[src/rtl/tmb_pkg.sv]
// Shared constants and types for the temporal median background block.
`timescale 1ns / 1ps
package tmb_pkg;

  localparam int HIST_DEPTH        = 5;
  localparam int MAX_FRAME_BYTES   = 1048576;
  localparam int SAMPLE_W          = 8;
  localparam int FRAME_BYTES_W     = 21;
  localparam int FRAME_BYTES_RESET = 921600;

  localparam int HIST_W    = SAMPLE_W * HIST_DEPTH;
  localparam int MED_RANK  = HIST_DEPTH / 2;
  localparam int RANK_W    = (HIST_DEPTH > 1) ? $clog2(HIST_DEPTH) : 1;
  localparam int ADDR_W    = (MAX_FRAME_BYTES > 1) ? $clog2(MAX_FRAME_BYTES) : 1;
  localparam int SIZE_W    = (FRAME_BYTES_W > $clog2(MAX_FRAME_BYTES + 1)) ?
                             FRAME_BYTES_W : $clog2(MAX_FRAME_BYTES + 1);
  localparam int FS_W      = $clog2(HIST_DEPTH + 2);
  localparam int FS_FULL   = HIST_DEPTH + 1;

  localparam int APB_ADDR_W = 3;
  localparam int APB_DATA_W = 32;

  localparam logic [0:0] REG_FRAME_BYTES = 1'b0;

  typedef logic [SAMPLE_W-1:0] sample_t;
  typedef logic [HIST_W-1:0]   hist_t;
  typedef logic [ADDR_W-1:0]   addr_t;

endpackage

[src/rtl/tmb_median.sv]
// Rank selector: picks the middle element of one history word.
`timescale 1ns / 1ps
module tmb_median import tmb_pkg::*; (
  input  hist_t   hist,
  output sample_t median
);

  sample_t            vals [HIST_DEPTH];
  logic [RANK_W-1:0]  rank [HIST_DEPTH];

  always_comb begin
    for (int i = 0; i < HIST_DEPTH; i++) begin
      vals[i] = hist[i*SAMPLE_W +: SAMPLE_W];
    end
  end

  // stable rank: ties are ordered by slot
  always_comb begin
    for (int i = 0; i < HIST_DEPTH; i++) begin
      rank[i] = '0;
      for (int j = 0; j < HIST_DEPTH; j++) begin
        if (j != i) begin
          if ((vals[j] < vals[i]) || ((vals[j] == vals[i]) && (j < i))) begin
            rank[i] = rank[i] + RANK_W'(1);
          end
        end
      end
    end
  end

  always_comb begin
    median = '0;
    for (int i = 0; i < HIST_DEPTH; i++) begin
      if (rank[i] == RANK_W'(MED_RANK)) begin
        median = median | vals[i];
      end
    end
  end

endmodule

[config.mk]
export PLATFORM = sky130hd
export DESIGN_NAME = tmb_median
export DESIGN_NICKNAME = d
export VERILOG_FILES = /design/src/rtl/tmb_pkg.sv /design/src/rtl/tmb_median.sv
export SDC_FILE = /design/constraint.sdc
export NUM_CORES = 1
export LEC_CHECK = 0
export ABC_AREA = 1
export BUFFER_PORTS_ARGS = -buffer_cell sky130_fd_sc_hd__buf_2
export CORE_MARGIN = 2
export CORE_UTILIZATION = 50
export DETAILED_ROUTE_END_ITERATION = 8
export PLACE_DENSITY = 0.79
export SLEW_MARGIN = 20
export SYNTH_ARGS = -nofsm -noshare
export SYNTH_HDL_FRONTEND = slang
export SYNTH_SLANG_ARGS = --single-unit
export TNS_END_PERCENT = 1
[constraint.sdc]
create_clock -name vclk -period 4.3
set_clock_uncertainty 0.1 [all_clocks]
set_input_delay 0.215 -clock vclk [all_inputs]
set_output_delay 0.215 -clock vclk [all_outputs]
set_load 0.1 [all_outputs]
# Word level (Yosys, flattened, before mapping)
# Cells that the tools add are included.
[totals]
reg_bits = 0
in_bits = 40
output_inout_bits = 8
word_cells = 89
[op_classes]
n_addsub = 15
order_cmp = 20
eq_ne = 15
n_mux = 25
bitwise_logic = 4
reduce_logical = 10
[op_table]
columns = ["op", "count"]
rows = [
  ["$lt A8 B8 Y1", 20],
  ["$eq A8 B8 Y1", 10],
  ["$add A3 B1 Y3 const B", 15],
  ["$mux W3", 15],
  ["$mux W8", 5],
  ["$or A8 B8 Y8", 4],
  ["$eq A3 B2 Y1 const B", 5],
  ["$logic_or A1 B1 Y1", 10],
  ["$mux W1", 5],
]

# Longest topological paths before layout
[logic_depth]
depth_word = 18
depth_mapped = 25
mapped_depth_nobuf = 25

# Worst setup path before layout
# No wires, ideal clock.
[synth_path]
path_kind = "input port to output port"
start = "in hist[31]"
end = "out median[1]"
t_arrival_ns = 2.905
required_time_ns = 3.985
path_slack_ns = 1.080
cell_stages = 20
path_buffers = 0
cell_sequence = "inv_1 > ha_1 > nand2_1 > nor2_2 > nand2_1 > nand2_2 > nand2_2 > ha_1 > nand3b_1 > nand2_1 > inv_2 > ha_1 > inv_1 > nor2_1 > nand2_2 > nand2_4 > nand3_1 > nand2_1 > nor2_1 > nand2_1"
[synth_between]
elab_chain_cells = 14
elab_cells_between_ends = 47
classes_between = "add/sub: 6; order compare: 8; eq/ne: 9; mux: 16; bitwise: 4; reduce/logical: 4"
[synth_lines]
columns = ["item", "line", "text"]
rows = [
  ["from (decl)", "tmb_median.sv:4", "input hist_t hist,"],
  ["branches (longest 13 deep; another with $lt A8 B8 Y1)", "n/a", ""],
  ["$mux W8 (*)", "tmb_median.sv:34", "if (rank[i] == RANK_W'(MED_RANK)) begin"],
  ["to (decl)", "tmb_median.sv:5", "output sample_t median"],
]
# Mark *: on every way between the ends.

# Worst setup path in the final report
[layout_path]
start = "in hist[23]"
end = "out median[5]"
[layout_between]
elab_chain_cells = 16
elab_cells_between_ends = 53
classes_between = "add/sub: 9; order compare: 8; eq/ne: 9; mux: 19; bitwise: 4; reduce/logical: 4"
[layout_lines]
columns = ["item", "line"]
rows = [
  ["branches (longest 15 deep; another with $lt A8 B8 Y1)", "n/a"],
  ["$mux W8 (*)", "tmb_median.sv:34"],
]
# Marks and branches as above.

==> impl_metrics.yaml <==
power_and_ir_drop:
  p_per_area_nw_per_um2: 284
  peakVddDrop_mv: 0.458
  p_clk_share_pct: 0
  p_total_w: 0.000952
  p_sw_w: 0.000718
  p_sw_share_pct: 75.4
  pwr-share-seq_pct: 0
  comb_power_share_pct: 100.0
  p_int_w: 0.000234
  leakage_nw: 2.11
final_layout:
  layout_commonest_cell: "nand2_1"
  num_antenna_cells: 0
  seq_area_um2: 0
  drive_gt1_share_pct: 16.2
  seq_cell_count: 0
  finalNetCount: 678
  layoutNonFillerInstCount: 618
  clkbuf_count: 0
  final_cell_mix: "nand2_1, ha_1, inv_1"
  synthToLayoutAreaGrowth_pct: 11.1
sta:
  max_freq_mhz: 276
  period_needed_ps: 3620
  worst_slack_ps: 676
  timing.slew.headroom_pct: 67.4
  setup_viol: 0
  tightestPinTransition_ps: 493
  post-route-period-util_pct: 84.3
  rsz0062_at_grt: "no"
  hold_viol_final: 0
  setup_tns_ps: 0
  slew_violations: 0
drt:
  wl_mm: 8.17
  drt-initial-drc-count: 167
  dr.pass1.iters: 4
  viasPerCell: 5.28
  postRouteAntennaNets: 0
  routedWlPerCell_um: 13.2
  route.detailed.drc: 0
  dr_total_vias: 3261
logic_synthesis:
  ys_types: 24
  synth_top_area_share_pct: 38.6
  synth_cells: 495
  synth_seq_area_share_pct: 0
  syn_nets: 628
  synth.area.top_cells: "ha_1, nand2_1, inv_1"
  synth_area_leader_cell: "ha_1"
  yosys_warnings: 0
  syn-cell-area_um2: 3010
  synth_area_per_cell_um2: 6.09
min_path:
  min_path_type: "in -> out"
critical_path:
  crit_top_cell: "nor2_1"
  cp.required_ps: 3980
  cp-end-kind: "primary output"
  slowest_stage: "buf_2"
  crit_path_start_kind: "input port"
  crit_type: "in -> out"
  critPathMaxFanout: 5
  cp_slowest_stage_delay_ps: 410
  path_cells: "buf_2 > inv_1 > ha_1 > nand2_1 > nor2_1 > nand3_1 > o21ai_1 > ha_1 > inv_1 > nand3_1 > nand2_1 > ha_1 > inv_1 > nor2_1 > nand3_1 > nand2_2 > nand2_4 > nor2_1 > nor2_1 > nand2_1 > buf_2"
  arrival_ps: 3310
global_route:
  grt_pass1_wl_mm: 13.8
  first_global_vias: 3187
  track_usage_pct: 25.9
  grt_max_degree: 9
  antenna_found_initial: 0
  grt.overflow.total: 0
clocking:
  post_cts_buffers: 0
  cts_hold_buf: 0
  post_cts_resized: 0
die:
  core_area_um2: 5890
  rows: 28
  die_x_um: 81.6
  start_util_pct: 51.2
  dieArea_um2: 6670
  dieHeight_um: 81.6
  io_pins: 48
place:
  dp_hpwl_mm: 7.33
  post-place-ws_ps: 719
  gp_congestion: 0.908
  place_inst: 618
  portBuffers: 48
status:
  status: "complete, no violations"
flow_run:
  cap_violations: 0
## cell type report
type	instances	area (um^2)
Fill cell	601	2540
Inverter	92	345
Multi-Input combinational cell	403	2670
Tap cell	75	93.8
Timing Repair Buffer	48	240
## worst paths after layout
path | startpoint | to | slack [ps] | depth (start not counted)
max | hist[23] | median[5] | 680 | 21
min | hist[37] | median[5] | 930 | 6
## synth_stat cells, types with 4 or more instances
master	n
a21o_1	4
a21oi_1	30
ha_1	93
inv_1	87
inv_2	5
nand2_1	124
nand2_2	21
nand2_4	5
nand3_1	48
nand4_1	9
nor2_1	42
o21a_1	5
## through the flow
| stage | utilization (%) | hold slack [ps] | cell area, um^2 |
|---|---|---|---|
| 2_1_floorplan | - | 1000 | 3010 |
| 3_5_place_dp | 56.9 | 929 | 3350 |
| 4_1_cts | 56.9 | 930 | 3350 |
| 5_1_grt | 56.9 | 950 | 3350 |
| 3_3_place_gp | 56.9 | 931 | 3350 |
| 6_report | 56.9 | 932 | 3350 |
## metal layers
layer  track usage (%)  share of wire [%]  wire length [um]  up-vias
li1                  -                  -                 -     1712
met1              31.2                 45              3700     1433
met2              47.9                 47              3830       94
met3             0.879                4.1               335       22
met4              10.8                3.7               301        0
met5                 0                  0                 0        -
## worst max-delay path, delay by kind of cell
family / cells / cell delay [ps]
and+or+nand+nor: 12 / 1280
adders and majority gates: 3 / 770
buffers and inverters: 5 / 740
AOI/OAI and AO/OA: 1 / 320
## kinds of logic after synthesis
| group | Yosys count | synth area share [%] |
|---|---|---|
| AND/OR/NAND/NOR | 263 | 40.8 |
| adder cells (fa/ha/maj) | 93 | 38.6 |
| buffers and inverters | 92 | 11.5 |
| AO/OA/AOI/OAI | 46 | 8.55 |
| XOR/XNOR | 1 | 0.540 |
## power by group through the flow
stage / Clock [W] / Combinational [W] / Sequential (W)
4_1_cts: 0 / 0.000951 / 0
5_1_grt: 0 / 0.00105 / 0
6_report: 0 / 0.000952 / 0
2_1_floorplan: 0 / 0.000756 / 0
3_3_place_gp: 0 / 0.000927 / 0
3_5_place_dp: 0 / 0.000948 / 0
Power figures use the tool's default switching activity.
