`config.mk`:
```
export PLATFORM = sky130hd
export DESIGN_NAME = tmb_ram
export DESIGN_NICKNAME = d
export VERILOG_FILES = /design/src/rtl/tmb_ram.sv
export SDC_FILE = /design/constraint.sdc
export NUM_CORES = 1
export LEC_CHECK = 0
export BUFFER_PORTS_ARGS = -buffer_cell sky130_fd_sc_hd__buf_2
export CORE_UTILIZATION = 40
export DETAILED_ROUTE_END_ITERATION = 7
export GPL_TIMING_DRIVEN = 0
export PLACE_DENSITY = 0.67
export SLEW_MARGIN = 5
export SYNTH_ARGS = -nofsm -noshare
export SYNTH_HDL_FRONTEND = slang
export SYNTH_SLANG_ARGS = --single-unit
```
`constraint.sdc`:
```
create_clock -name clk -period 2.5 [get_ports clk]
set_clock_uncertainty 0.1 [all_clocks]
set_input_delay 0.5 -clock clk [delete_from_list [all_inputs] [get_ports clk]]
set_output_delay 0.5 -clock clk [all_outputs]
set_load 0.005 [all_outputs]
```
`src/rtl/tmb_ram.sv`:
```
// Generic single-write, single-read RAM with registered read data.
`timescale 1ns / 1ps
module tmb_ram #(
  parameter int WIDTH = 8,
  parameter int DEPTH = 16
) (
  input  logic                     clk,
  input  logic                     we,
  input  logic [$clog2(DEPTH)-1:0] waddr,
  input  logic [WIDTH-1:0]         wdata,
  input  logic                     re,
  input  logic [$clog2(DEPTH)-1:0] raddr,
  output logic [WIDTH-1:0]         rdata
);

  logic [WIDTH-1:0] mem [DEPTH];

  always_ff @(posedge clk) begin
    if (we) begin
      mem[waddr] <= wdata;
    end
    if (re) begin
      rdata <= mem[raddr];
    end
  end

endmodule

```
## Word level (Yosys, flattened, before mapping)

Memories as Yosys holds them, arrays and structs flattened. A register that Yosys moved wholly into a read port is not among the register bits.
Cells that the tools add are included.

- RAM bits: 128
- Output and inout bits: 8
- Input port bits: 19
- Logic and storage cells: 3
- Register bits after elaboration: 0
- Memories: 1

- Muxes and demuxes: 2

Memory list:

| name | depth | bits a word | rd ports | clocked after memory_dff | wr ports | line | RTL |
|---|---|---|---|---|---|---|---|
| mem | 16 | 8 | 1 | 1 | 1 | 16 | `logic [WIDTH-1:0] mem [DEPTH];` |

Operators with widths:

| kind | number |
|---|---|
| 1-bit 2-to-1 mux | 2 |

## Logic depth before layout (Yosys ltp)

Gate-level depths: netlist of run 1.

- Word-level depth: 2
- Gate-level depth with buffers: 5
- Mapped depth without buffers: 3

## Worst setup path before layout of run 1

Ideal clock, no wire load.

- Path type: input to register
- Start point: input waddr[2]
- End point: memory mem[0][0] (enable)
- Path slack: 0.407 ns
- Library setup time: 0.383 ns
- Path buffers: 0
- Data arrival time: 1.610 ns
- Data required time: 2.017 ns
- Cell stages on the path: 2
- Path through: or3b_2 > nor3_1

RTL lines:

| what | line | RTL |
|---|---|---|
| start, declared | 9 | `input logic [$clog2(DEPTH)-1:0] waddr,` |
| end, declared | 16 |  |

No word-level cell before the write port.

## Worst setup path after layout of run 1

- Start point: input waddr[2]
- End point: memory mem[8][3] (enable)

No word-level cell before the write port.

==> results.md, run 1 <==
- Status: finished clean
- Cell variety after synth: 18
- Beginning of the worst hold path: re
- Max incr delay on CP: 1030 ps
- Nets: 292
- Crit path DAT: 1860 ps
- Worst-Margin Slew: 1320 ps
- Synthesized area: 5230 µm²
- Initial antenna violation count: 0
- Setup crit start: waddr[2]
- Placeable Area: 12700 µm²
- DR pass1 iterations: 4
- RSZ-0062 raised after global routing: no
- Dpl hpwl: 6100 µm
- Final setup fails: 0
- Die area: 13500 µm²
- Yosys Warn Count: 0
- Max FO, Critical Path: 8
- Final Max Slew Viols: 0
- Critical setup path kind: input pin to flop
- # IOs: 27
- Post-Syn Nets: 248
- Maximum clock rate: 0.513 GHz
- Slowest-stage cell, CP: nor3_1
- Hold Slack: 330 ps
- Antenna Nets Post-Route: 0
- R2r worst-path depth: 3
- Fin crit period: 1950 ps
- CTS Buf Count: 17
- Crit share post-route: 78.0%
- Total Routed Length: 9900 µm
- Total power draw: 5.23 mW
- Gr usage total: 16.2%
- Critical-path cell list: buf_2, nand3b_1, nor3_1
- Iter 0 DRT Violations: 135
- Die H: 116 µm
- VDD IR max: 0.439 mV
- Clock latency at the later pin of the worst-skew pair: 400 ps
- Commonest non-fill, non-tap cell in the layout: edfxtp_1
- Root buf cell: clkbuf_16
- Place WS: -144 ps
- Routed wire per std cell: 21.6 µm
- FF-to-FF End: rdata[0]
- Critical Path RT: 2410 ps
- Clock slew at reported path FFs: 60 ps
- Die width: 116 µm
- Final Hold Viols: 0
- Final WS setup: 551 ps
- Synth Register Bits: 136
- Max-cap viol count: 0
- DRC Markers: 0
- Hold-fix buffers, CTS: 0
- CTS tree: done
- Worst setup path end: mem[8][3]
- Post-synthesis cell count: 229
- Layout cells sized above 1: 28.3%
- Via count: 2451
- Port Buffers: 25
- FP Rows: 41
- Post-CTS Setup Bufs: 0
- Worst flop-to-flop path startpoint: mem[15][0]
- Worst R2R Setup Slack: 850 ps
- Largest net degree at the start of global routing: 17
- # resized after CTS: 0
- Syn Area/Cell: 22.8 µm²
- Util after Layout: 48.5%
- Relative slew slack: 11.0%
- Effective utilization at floorplan: 41.3%
- Vias in the first global route: 2420
- Synthesis-to-finish area growth: 17.6%
- Sequential share of the synthesized area: 78.1%
- Gp weighted congestion: 0.784
- Setup tns final: 0 ps
- Crit path launch type: input pin
- Via density: 5.35
- Commonest non-fill, non-tap cells in the layout: edfxtp_1, buf_2, mux4_2, clkbuf_16, a22oi_1
- Endpoint type of the worst setup path: flop
- Gr ovfl total: 0
- Hold crit path type: input pin to flop
- PwrDens: 850 nW/µm²
- First-pass GRT wire length: 14700 µm
- Clk buf depth: 2
- Htree depth: 4
- # clock sinks: 136
- Leakage: 2.03 nW
- ANT cells: 0
[where the power goes]
part | switching (mW) | internal [mW]
Clock | 0.848 | 1.55
Sequential | 0.0111 | 2.57
Combinational | 0.142 | 0.0989
Total | 1.00 | 4.22
[synthesized netlist by cell type (all sizes together)]
| library cell | n | area (µm²) |
|---|---|---|
| a22oi | 16 | 120 |
| and2 | 1 | 6.26 |
| and2b | 1 | 7.51 |
| buf | 7 | 56.3 |
| clkdlybuf4s25 | 3 | 30.0 |
| edfxtp | 136 | 4080 |
| mux4 | 32 | 773 |
| nand2 | 9 | 33.8 |
| nand2b | 2 | 12.5 |
| nand3 | 1 | 5.00 |
| nand3b | 2 | 15.0 |
| nor2 | 13 | 48.8 |
| nor2b | 1 | 6.26 |
| nor3 | 4 | 20.0 |
| or3b | 1 | 8.76 |
[registers in the layout, indices dropped and copies added (netlist names)]
signal / cells
rdata: 8
mem: 128
[final cells by class]
type	count	area [µm²]
plain buffers	10	86.3
fillers	1024	6520
multi-input cells	83	1070
repair buffers	25	125
well taps	172	215
clock buffers	22	444
flip-flops and latches	136	4080
clock inverters	10	128
[layer usage]
metal | vias to the layer above | global-route usage, % | share of wire [%]
met5 | - | 0 | 0
met4 | 0 | 6.15 | 0.81
met3 | 4 | 3.94 | 6.3
met2 | 89 | 25.1 | 49
met1 | 1288 | 22.3 | 44
li1 | 1070 | - | -
[stage by stage]
stage	area (µm²)	cells
6_report	6150	458
5_1_grt	6150	458
4_1_cts	6140	458
3_5_place_dp	5570	426
3_3_place_gp	5570	426
2_1_floorplan	5230	229
[how the worst min path moves through the flow]
| stage | end | cells past startpoint |
|---|---|---|
| after floorplan | mem[0][0] | 0 |
| after global placement | rdata[1] | 3 |
| after detailed placement | rdata[1] | 3 |
| after CTS | rdata[0] | 1 |
| after global routing | rdata[3] | 1 |
| final | rdata[3] | 1 |
[worst max-delay path: cells and delay by family]
family                 cells  cell delay [ps]
buffers and inverters      1              120
and+or+nand+nor            2             1240
[cells by family (layout without fill, tap and decap cells)]
family,Yosys count,in the layout,share of synthesized area (%)
buf+inv,10,67,1.65
mux,32,32,14.8
compound gates,16,16,2.30
flops,136,136,78.1
simple gates,35,35,3.14
Note: power is estimated with default switching activity, not from simulation.
==> run 2, diff against run 1 <==
Settings changed: ABC_AREA from default to 1.
Clock period 2.5 ns to 1.9 ns, I/O delays scaled along.
==> run 2 against run 1 <==
Compared with the run above:
- via count rose by 61%
- power rose by 37%
- sequential power rose by 32%
- combinational power rose by 78%
- cell count rose by 72%
- largest power group unchanged
==> results.md, run 2 <==
- Synth top cells by count: nand2_1, edfxtp_1, inv_1
- Commonest non-fill, non-tap cells in the layout: nand2_1, edfxtp_1, inv_1, nand3_1, buf_2
- Via density: 5.02 (-6.3%)
- FFs w/ async S/R, synth: 0% (unchanged)
- # clock sinks: 136 (unchanged)
- Clock latency at the later pin of the worst-skew pair: 420 ps (+20 ps)
- Synth Register Bits: 136 (unchanged)
- Max Used Layer: met4
- Cell variety after synth: 11 (-7)
- Yosys Warn Count: 0 (unchanged)
- FP Rows: 43 (+4.9%)
- Endpoint type of the worst setup path: flop
- Relative slew slack: 39.8% (+29 points)
- Antenna Nets Post-Route: 0 (unchanged)
- Number of synthesized flops with an enable pin: 136 (unchanged)
- CTS tree: done
- Post-synth top area share: 69.8% (-8.3 points)
- Largest net degree at the start of global routing: 17 (unchanged)
- Hold-fix buffers, CTS: 0 (unchanged)
- Final Non-Filler Cells: 786 (+72%)
- Total Routed Length: 13600 µm (+38%)
- Worst-Margin Slew: 899 ps (-425 ps)
- Worst R2R Setup Slack: 620 ps (-230 ps)
- Critical setup path kind: input pin to flop
- Synthesized area: 5850 µm² (+12%)
- Layout cells sized above 1: 13.0% (-15 points)
- ANT cells: 0 (unchanged)
- # IOs: 27 (unchanged)
- CTS Buf Count: 17 (unchanged)
- Met3 wire length: 1220 µm (+95%)
- Placeable Area: 14100 µm² (+11%)
- Hold Slack: 189 ps (-141 ps)
- Crit path DAT: 1510 ps (-350 ps)
- Clk buf depth: 2 (unchanged)
- Iter 0 DRT Violations: 420 (+210%)
- Placed cell count: 754 (+77%)
- Root buf cell: clkbuf_16
- Clock slew at reported path FFs: 60 ps (about the same)
- Routed wire per std cell: 17.4 µm (-20%)
- Crit path launch type: input pin
- Post-Syn Nets: 570 (+130%)
- Place WS: -144 ps (-0.0370 ps)
- Final WS setup: 332 ps (-219 ps)
- Sum of buffers and inverters on the critical path: 1 (unchanged)
- Commonest non-fill, non-tap cell in the layout: nand2_1
- Final Hold Viols: 0 (unchanged)
- Maximum clock rate: 0.638 GHz
- Max FO, Critical Path: 8 (unchanged)
- Most flops, register: mem
- Fillers: 1276 (+25%)
- First-pass GRT wire length: 20800 µm (+41%)
- Largest registers: mem (128), rdata (8)
- Die width: 123 µm (+5.7%)
- VDD IR max: 0.692 mV (+58%)
- Dpl hpwl: 9170 µm (+50%)
- DR pass1 iterations: 5 (+1)
- Register area: 4080 µm² (unchanged)
- Post-CTS Setup Bufs: 0 (unchanged)
- Htree depth: 4 (unchanged)
- Post-synthesis cell count: 551 (+140%)
- Status: finished clean
- # resized after CTS: 0 (unchanged)
- Initial antenna violation count: 0 (unchanged)
- Number of flip-flops in the largest register: 128 (unchanged)
- Max incr delay on CP: 740 ps (-290 ps)
- Critical-path cell list: buf_2, nand3b_1, nor2_1
- Leakage: 2.92 nW (+44%)
- Routed wl met2: 6240 µm (+29%)
- Port Buffers: 23 (-8.0%)
- Max-cap viol count: 0 (unchanged)
- Effective utilization at floorplan: 41.5% (+0.22 points)
- Cell family with most CP delay: simple AND/OR/NAND/NOR gates
- Die H: 123 µm (+5.7%)
- DRC Markers: 0 (unchanged)
- RSZ-0062 raised after global routing: no
- Area leader, netlist: edfxtp_1
- Synthesis-to-finish area growth: 16.1%
- Vias in the first global route: 3706 (+53%)
- Sequential share of the synthesized area: 69.8% (-8.3 points)
- Via count: 3943 (+61%)
- PwrDens: 1050 nW/µm² (+24%)
- Final setup fails: 0 (unchanged)
- Hold crit path type: input pin to flop
- Gp weighted congestion: 0.928 (+18%)
- Nets: 612 (+110%)
- Critical Path RT: 1840 ps (-570 ps)
- Multi-input gate area: 1210 µm² (+14%)
- Fin crit period: 1570 ps
- Die area: 15100 µm² (+12%)
- Gr usage total: 19.7% (+3.5 points)
- Total power draw: 7.15 mW (+37%)
- Final Max Slew Viols: 0 (unchanged)
- Syn Area/Cell: 10.6 µm² (-54%)
- Slowest-stage cell, CP: nor2_1
- Synth top area cells: edfxtp_1, nand2_1, nand3_1
- M1 wire length: 5920 µm (+36%)
- Gr ovfl total: 0 (unchanged)
- Crit share post-route: 82.5%
- Top_reg_cell synth: edfxtp_1
- Most frequent cell after synthesis: nand2_1
==> run 2: cell types whose count changed in the layout (fill, tap and decap cells not counted), moves of 5 or more <==
cell      change
clkbuf_1      -5
nand2_1     +164
mux4_2       -18
a22oi_1      -16
buf_2         +8
inv_1       +100
mux4_1       -14
nand3_1      +96
==> run 2: final timing paths <==
check,start,end,cells after the start
worst min-delay path,re,rdata[1],1
worst max-delay path,waddr[3],mem[4][2],3
worst max register to register,mem[13][7],rdata[7],6
worst min register to register,mem[8][0],rdata[0],6
==> run 2: logic make-up after synthesis <==
logic type | Yosys count | share of synthesized area, %
and+or+nand+nor | 289 | 20.8
buffers and inverters | 126 | 9.39
DFF | 136 | 69.8
==> run 2: cell type report <==
type	count	area share (%)
flip-flops and latches	136	60.2
multi-input cells	289	17.9
clock buffers	17	6.27
inverters	102	5.64
well taps	180	3.32
clock inverters	15	2.60
plain buffers	24	2.45
repair buffers	23	1.70
==> run 2: power by group <==
| group | internal, mW | total [mW] | switching (mW) | leakage [nW] |
|---|---|---|---|---|
| Combinational | 0.126 | 0.429 | 0.303 | 1.39 |
| Clock | 2.06 | 3.32 | 1.26 | 0.291 |
| Sequential | 3.38 | 3.40 | 0.0153 | 1.24 |
| Total | 5.57 | 7.15 | 1.58 | 2.92 |
==> run 2: metal layers <==
metal,track usage (%),vias to the layer above
li1,-,1872
met4,8.16,0
met5,0,-
met1,27.0,1866
met2,29.4,183
met3,5.63,22
==> run 2: stage by stage <==
step | TNS (ps) | utilization [%] | instance area (µm²)
floorplan | 0 | - | 5850
global placement | -917 | 43.9 | 6190
detailed placement | -1990 | 43.9 | 6190
CTS | 0 | 48.2 | 6790
global route | 0 | 48.2 | 6790
finish | 0 | 48.2 | 6790
